`src/rtl/vpid_pkg.sv`:
```
// shared types and constants of the velocity pid thrust unit
package vpid_pkg;

    localparam int IN_W   = 192;
    localparam int OUT_W  = 48;
    localparam int CIDX_W = 3;
    localparam int CDAT_W = 48;

    localparam logic [CIDX_W-1:0] CFG_DOWN_GAINS  = 3'd0;
    localparam logic [CIDX_W-1:0] CFG_HORIZ_GAINS = 3'd1;
    localparam logic [CIDX_W-1:0] CFG_HOVER       = 3'd2;
    localparam logic [CIDX_W-1:0] CFG_MIN_THRUST  = 3'd3;
    localparam logic [CIDX_W-1:0] CFG_MAX_THRUST  = 3'd4;
    localparam logic [CIDX_W-1:0] CFG_TILT        = 3'd5;

    typedef enum logic [5:0] {
        OP_NOP, OP_LOAD,
        OP_D1, OP_D2, OP_D3, OP_D4, OP_D5,
        OP_M1, OP_M2,
        OP_H1, OP_H2, OP_H3, OP_H4, OP_H5, OP_H6,
        OP_SQ_EXC,
        OP_H8, OP_H9, OP_H10, OP_H11, OP_H12,
        OP_EVAL, OP_SQ_MAG, OP_MAGN, OP_DIV, OP_QN, OP_QE,
        OP_I1, OP_I2, OP_I3, OP_I4, OP_I5, OP_I6,
        OP_SQ_INT, OP_I7, OP_KEEP, OP_QA, OP_QB,
        OP_OUT
    } op_t;

    typedef enum logic [5:0] {
        ST_IDLE,
        ST_D1, ST_D2, ST_D3, ST_D4, ST_D5,
        ST_M1, ST_M2,
        ST_H1, ST_H2, ST_H3, ST_H4, ST_H5, ST_H6,
        ST_SQX, ST_WX,
        ST_H8, ST_H9, ST_H10, ST_H11, ST_H12,
        ST_EVAL, ST_SQM, ST_WM, ST_MAGN,
        ST_DVN, ST_WDN, ST_QN, ST_DVE, ST_WDE, ST_QE,
        ST_HINT,
        ST_I1, ST_I2, ST_I3, ST_I4, ST_I5, ST_I6,
        ST_SQA, ST_WA, ST_I7, ST_KEEP,
        ST_DVA, ST_WDA, ST_QA, ST_DVB, ST_WDB, ST_QB,
        ST_OUT
    } state_t;

    typedef struct packed {
        op_t op;
    } cmd_t;

    typedef struct packed {
        logic manual;
        logic big;
        logic mag_gt;
        logic stop_h;
        logic sqrt_done;
        logic div_done;
    } sts_t;

endpackage

```
`src/rtl/vpid_ctrl.sv`:
```
// controller: sequences the datapath steps and owns the stream handshakes
module vpid_ctrl
(
    input  logic           clk,
    input  logic           rst_n,
    input  logic           s_tvalid,
    output logic           s_tready,
    output logic           m_tvalid,
    input  logic           m_tready,
    input  vpid_pkg::sts_t sts,
    output vpid_pkg::cmd_t cmd
);

    vpid_pkg::state_t state_reg, state_next;
    logic             m_tvalid_reg, m_tvalid_next;

    always_ff @(posedge clk or negedge rst_n)
    begin
        if (!rst_n)
        begin
            state_reg    <= vpid_pkg::ST_IDLE;
            m_tvalid_reg <= 1'b0;
        end
        else
        begin
            state_reg    <= state_next;
            m_tvalid_reg <= m_tvalid_next;
        end
    end

    always_comb
    begin
        state_next    = state_reg;
        cmd.op        = vpid_pkg::OP_NOP;
        s_tready      = 1'b0;
        m_tvalid_next = m_tvalid_reg && !m_tready;
        unique case (state_reg)
            vpid_pkg::ST_IDLE:
            begin
                s_tready = 1'b1;
                if (s_tvalid)
                begin
                    cmd.op     = vpid_pkg::OP_LOAD;
                    state_next = vpid_pkg::ST_D1;
                end
            end
            vpid_pkg::ST_D1: begin cmd.op = vpid_pkg::OP_D1; state_next = vpid_pkg::ST_D2; end
            vpid_pkg::ST_D2: begin cmd.op = vpid_pkg::OP_D2; state_next = vpid_pkg::ST_D3; end
            vpid_pkg::ST_D3: begin cmd.op = vpid_pkg::OP_D3; state_next = vpid_pkg::ST_D4; end
            vpid_pkg::ST_D4: begin cmd.op = vpid_pkg::OP_D4; state_next = vpid_pkg::ST_D5; end
            vpid_pkg::ST_D5:
            begin
                cmd.op     = vpid_pkg::OP_D5;
                state_next = sts.manual ? vpid_pkg::ST_M1 : vpid_pkg::ST_H1;
            end
            vpid_pkg::ST_M1: begin cmd.op = vpid_pkg::OP_M1; state_next = vpid_pkg::ST_M2; end
            vpid_pkg::ST_M2: begin cmd.op = vpid_pkg::OP_M2; state_next = vpid_pkg::ST_OUT; end
            vpid_pkg::ST_H1: begin cmd.op = vpid_pkg::OP_H1; state_next = vpid_pkg::ST_H2; end
            vpid_pkg::ST_H2: begin cmd.op = vpid_pkg::OP_H2; state_next = vpid_pkg::ST_H3; end
            vpid_pkg::ST_H3: begin cmd.op = vpid_pkg::OP_H3; state_next = vpid_pkg::ST_H4; end
            vpid_pkg::ST_H4: begin cmd.op = vpid_pkg::OP_H4; state_next = vpid_pkg::ST_H5; end
            vpid_pkg::ST_H5: begin cmd.op = vpid_pkg::OP_H5; state_next = vpid_pkg::ST_H6; end
            vpid_pkg::ST_H6: begin cmd.op = vpid_pkg::OP_H6; state_next = vpid_pkg::ST_SQX; end
            vpid_pkg::ST_SQX: begin cmd.op = vpid_pkg::OP_SQ_EXC; state_next = vpid_pkg::ST_WX; end
            vpid_pkg::ST_WX:
                if (sts.sqrt_done)
                    state_next = vpid_pkg::ST_H8;
            vpid_pkg::ST_H8:  begin cmd.op = vpid_pkg::OP_H8;  state_next = vpid_pkg::ST_H9; end
            vpid_pkg::ST_H9:  begin cmd.op = vpid_pkg::OP_H9;  state_next = vpid_pkg::ST_H10; end
            vpid_pkg::ST_H10: begin cmd.op = vpid_pkg::OP_H10; state_next = vpid_pkg::ST_H11; end
            vpid_pkg::ST_H11: begin cmd.op = vpid_pkg::OP_H11; state_next = vpid_pkg::ST_H12; end
            vpid_pkg::ST_H12: begin cmd.op = vpid_pkg::OP_H12; state_next = vpid_pkg::ST_EVAL; end
            vpid_pkg::ST_EVAL:
            begin
                cmd.op     = vpid_pkg::OP_EVAL;
                state_next = sts.big ? vpid_pkg::ST_SQM : vpid_pkg::ST_HINT;
            end
            vpid_pkg::ST_SQM: begin cmd.op = vpid_pkg::OP_SQ_MAG; state_next = vpid_pkg::ST_WM; end
            vpid_pkg::ST_WM:
                if (sts.sqrt_done)
                    state_next = vpid_pkg::ST_MAGN;
            vpid_pkg::ST_MAGN: begin cmd.op = vpid_pkg::OP_MAGN; state_next = vpid_pkg::ST_DVN; end
            vpid_pkg::ST_DVN:  begin cmd.op = vpid_pkg::OP_DIV;  state_next = vpid_pkg::ST_WDN; end
            vpid_pkg::ST_WDN:
                if (sts.div_done)
                    state_next = vpid_pkg::ST_QN;
            vpid_pkg::ST_QN:  begin cmd.op = vpid_pkg::OP_QN;  state_next = vpid_pkg::ST_DVE; end
            vpid_pkg::ST_DVE: begin cmd.op = vpid_pkg::OP_DIV; state_next = vpid_pkg::ST_WDE; end
            vpid_pkg::ST_WDE:
                if (sts.div_done)
                    state_next = vpid_pkg::ST_QE;
            vpid_pkg::ST_QE: begin cmd.op = vpid_pkg::OP_QE; state_next = vpid_pkg::ST_HINT; end
            vpid_pkg::ST_HINT:
                state_next = sts.stop_h ? vpid_pkg::ST_OUT : vpid_pkg::ST_I1;
            vpid_pkg::ST_I1: begin cmd.op = vpid_pkg::OP_I1; state_next = vpid_pkg::ST_I2; end
            vpid_pkg::ST_I2: begin cmd.op = vpid_pkg::OP_I2; state_next = vpid_pkg::ST_I3; end
            vpid_pkg::ST_I3: begin cmd.op = vpid_pkg::OP_I3; state_next = vpid_pkg::ST_I4; end
            vpid_pkg::ST_I4: begin cmd.op = vpid_pkg::OP_I4; state_next = vpid_pkg::ST_I5; end
            vpid_pkg::ST_I5: begin cmd.op = vpid_pkg::OP_I5; state_next = vpid_pkg::ST_I6; end
            vpid_pkg::ST_I6: begin cmd.op = vpid_pkg::OP_I6; state_next = vpid_pkg::ST_SQA; end
            vpid_pkg::ST_SQA: begin cmd.op = vpid_pkg::OP_SQ_INT; state_next = vpid_pkg::ST_WA; end
            vpid_pkg::ST_WA:
                if (sts.sqrt_done)
                    state_next = vpid_pkg::ST_I7;
            vpid_pkg::ST_I7:
            begin
                cmd.op     = vpid_pkg::OP_I7;
                state_next = sts.mag_gt ? vpid_pkg::ST_DVA : vpid_pkg::ST_KEEP;
            end
            vpid_pkg::ST_KEEP: begin cmd.op = vpid_pkg::OP_KEEP; state_next = vpid_pkg::ST_OUT; end
            vpid_pkg::ST_DVA:  begin cmd.op = vpid_pkg::OP_DIV;  state_next = vpid_pkg::ST_WDA; end
            vpid_pkg::ST_WDA:
                if (sts.div_done)
                    state_next = vpid_pkg::ST_QA;
            vpid_pkg::ST_QA:  begin cmd.op = vpid_pkg::OP_QA;  state_next = vpid_pkg::ST_DVB; end
            vpid_pkg::ST_DVB: begin cmd.op = vpid_pkg::OP_DIV; state_next = vpid_pkg::ST_WDB; end
            vpid_pkg::ST_WDB:
                if (sts.div_done)
                    state_next = vpid_pkg::ST_QB;
            vpid_pkg::ST_QB: begin cmd.op = vpid_pkg::OP_QB; state_next = vpid_pkg::ST_OUT; end
            vpid_pkg::ST_OUT:
                // wait until the previous result has been taken
                if (!m_tvalid_reg || m_tready)
                begin
                    cmd.op        = vpid_pkg::OP_OUT;
                    m_tvalid_next = 1'b1;
                    state_next    = vpid_pkg::ST_IDLE;
                end
            default: state_next = vpid_pkg::ST_IDLE;
        endcase
    end

    assign m_tvalid = m_tvalid_reg;

endmodule

```
`config.mk`:
```
export PLATFORM = sky130hd
export DESIGN_NAME = vpid_ctrl
export DESIGN_NICKNAME = d
export VERILOG_FILES = /design/src/rtl/vpid_pkg.sv /design/src/rtl/vpid_ctrl.sv
export SDC_FILE = /design/constraint.sdc
export NUM_CORES = 1
export LEC_CHECK = 0
export ABC_CLOCK_PERIOD_IN_PS = 2000
export BUFFER_PORTS_ARGS = -buffer_cell sky130_fd_sc_hd__buf_2
export CAP_MARGIN = 20
export CORE_MARGIN = 8
export CORE_UTILIZATION = 40
export DETAILED_ROUTE_END_ITERATION = 8
export SYNTH_ARGS = -nofsm -noshare
export SYNTH_HDL_FRONTEND = slang
export SYNTH_SLANG_ARGS = --single-unit
```
`constraint.sdc`:
```
create_clock -name clk -period 2 [get_ports clk]
set_input_delay 0 -clock clk [delete_from_list [all_inputs] [get_ports clk]]
set_output_delay 0 -clock clk [all_outputs]
set_load 0.1 [all_outputs]
```
==> flow_summary.toml <==
[synthesis]
async_flop_share_pct = 100
ys_types = 45
yosys.area.top_type_share_pct = 15.2
ys_warn_count = 0
synth_most_common_cell = "nor2_1"
netlist_area_um2 = 1150
yosys-top-cells-area = "dfrtp_1 (15%), nor2_1 (6.2%), a21oi_1 (6.1%), buf_2 (6.1%), nand2_1 (4.9%)"
synthesis.nets = 180
syn_avg_cell_area_um2 = 6.78
yosys-top-cells-count = "nor2_1 (19), nand2_1 (15), a21oi_1 (14), buf_2 (14), o21ai_0 (10)"
synth_top_area_cell = "dfrtp_1"
synth_edf_count = 0
yosys_register_bits = 7
synth-main-ff-cell = "dfrtp_1"
synthCells = 170
seq_area_frac_synth_pct = 15.2

[routing]
drt_iter0_drc = 180
vias_per_cell = 6.37
avgRoutedWirePerCell_um = 17.3
vias = 1498
drtAntennaViolNets = 0
wl_um = 4080
drtPass1Iterations = 4
drc = 0

[finish]
antenna_cells = 0
drive_above_1_share_pct = 39.2
n_fill_cell = 211
largest_reg_flops = 6
layout.nets = 215
area_growth_pct = 51.5
fin_area_um2 = 1750

[global_routing]
grt_pass1_wl_um = 6120
grt_max_degree = 19
first_global_vias = 1244
grt_use_total_pct = 14.4
grt_antenna_before_repair = 0
overflow = 0

[worst_setup_path]
crit_type = "reg2out"
crit_buf_inv = 2
cp-start-kind = "register"
cp_slowest_cell = "dfrtp_2"
path_cells = "nor4_4 -> buf_4 -> nand4_1 -> o31ai_1 -> a311oi_1 -> o21ai_2 -> buf_12"
critPathMaxStageDelay_ps = 490
crit_arrival_ps = 2000
cp_max_fo = 8
path_delay_family = "simple AND/OR/NAND/NOR gates"
crit_path_end_kind = "primary output"
worstPathRequired_ps = 2000

[timing]
worst_pin_slew_ps = 485
fmax_mhz = 500
slew_headroom_pct = 67.9
hold_violations = 0
skew_ps = 2.92
final_max_slew_viol_count = 0
period_needed_ps = 2000
finalCritPeriodShare_pct = 99.9
grt_setup_unrepaired = "true"
setup_viol = 0

[floorplanning]
num_rows = 19
coreArea_um2 = 2760
io_pins = 18
die_h_um = 69.7
die_x_um = 69.7
start_util_pct = 41.8
dieArea_um2 = 4850

[placement]
io_buffers = 17
hpwl_um = 2820
place.gp.congestion = 1.03
placed_area_um2 = 1470

[clock_tree]
insertion_delay_ps = 250
clkSlewWorstSetupHoldPaths_ps = 50
htreeDepth = 1
cts.sinks = 7
numCtsBuffers = 3
clockRootBuffer = "clkbuf_4"
cts_tree = "yes"
clockBufferDepth = 2

[status]
status = "finished clean"

[flow_run]
maxCapViolCount = 0

[hold_path]
hold_class = "in2reg"
cells in the final DEF (no fill, tap or decap), types with 3 or more instances in the layout:
cell type and instances:
inv_1 5, buf_4 22, o22ai_1 3, nor3_1 7, a22oi_1 4, o21ai_1 5
buf_12 9, a31oi_1 3, a21oi_1 13, nor2_1 17, buf_2 10, buf_6 4
clkbuf_4 3, dfrtp_2 7, nand3_1 6, o31ai_1 5, o21ai_0 5, nor2b_1 4
nand2_1 15, and3_1 4, nand2b_1 3, a311oi_1 3
stage by stage:
step	hold WS [ps]	utilization (%)	cells	setup TNS, ps	worst slack (ps)
2_1_floorplan	-296	-	170	-1230	-1230
3_3_place_gp	-164	53.3	218	0	169
3_5_place_dp	-159	53.3	218	0	113
4_1_cts	29.6	55.6	223	0	4.89
5_1_grt	51.7	63.3	235	-100	-61.6
6_report	38.3	63.3	235	0	1.50
timing repair:
item,in CTS,in global routing
setup buffers,0,11
setup endpoints to repair,5,6
pin swaps,1,6
cloned,0,1
resized for setup,8,18
endpoints found under the hold margin,7,0
hold buffers,1,0
per-layer routing:
metal / vias up / track usage (%) / routed length (um)
met5: - / 0 / 0
met4: 0 / 1.34 / 68
met3: 12 / 2.00 / 309
met2: 92 / 23.1 / 1910
met1: 690 / 20.4 / 1790
li1: 704 / - / -
final timing paths:
path                                endpoint  slack [ps]  cells past startpoint         start
worst max-delay path                  cmd[1]           2                      7  state_reg[1]
worst min-delay path                m_tvalid          40                      3      m_tready
worst max register to register  state_reg[1]         170                      6  state_reg[5]
worst min register to register      m_tvalid         530                      2      m_tvalid
max in group asynchronous       state_reg[5]        1720                      2         rst_n
min in group asynchronous       state_reg[3]         110                      2         rst_n
layout make-up:
cell class | count | area, um^2 | area share [%]
Multi-Input combinational cell | 138 | 951 | 54.5
Timing Repair Buffer | 49 | 523 | 30.0
Sequential cell | 7 | 184 | 10.5
Tap cell | 31 | 38.8 | 2.22
Clock buffer | 4 | 26.3 | 1.51
Inverter | 6 | 22.5 | 1.29
worst min-delay path: cells and delay by family:
| kind | cells | cell delay [ps] |
|---|---|---|
| AND/OR/NAND/NOR | 2 | 170 |
| buffers and inverters | 1 | 80 |
kinds of logic (layout without fill, tap and decap cells):
group | Yosys count | in the layout | share of synthesized area (%)
and+or+nand+nor | 69 | 69 | 30.3
DFF | 7 | 7 | 15.2
muxes | 3 | 3 | 3.47
xor gates and xnor gates | 4 | 4 | 3.04
buffers and inverters | 25 | 59 | 11.0
AOI/OAI and AO/OA | 62 | 62 | 37.0
Power is not shown: default switching activity piles up to over one toggle a cycle in this logic, so the estimate is an artifact.
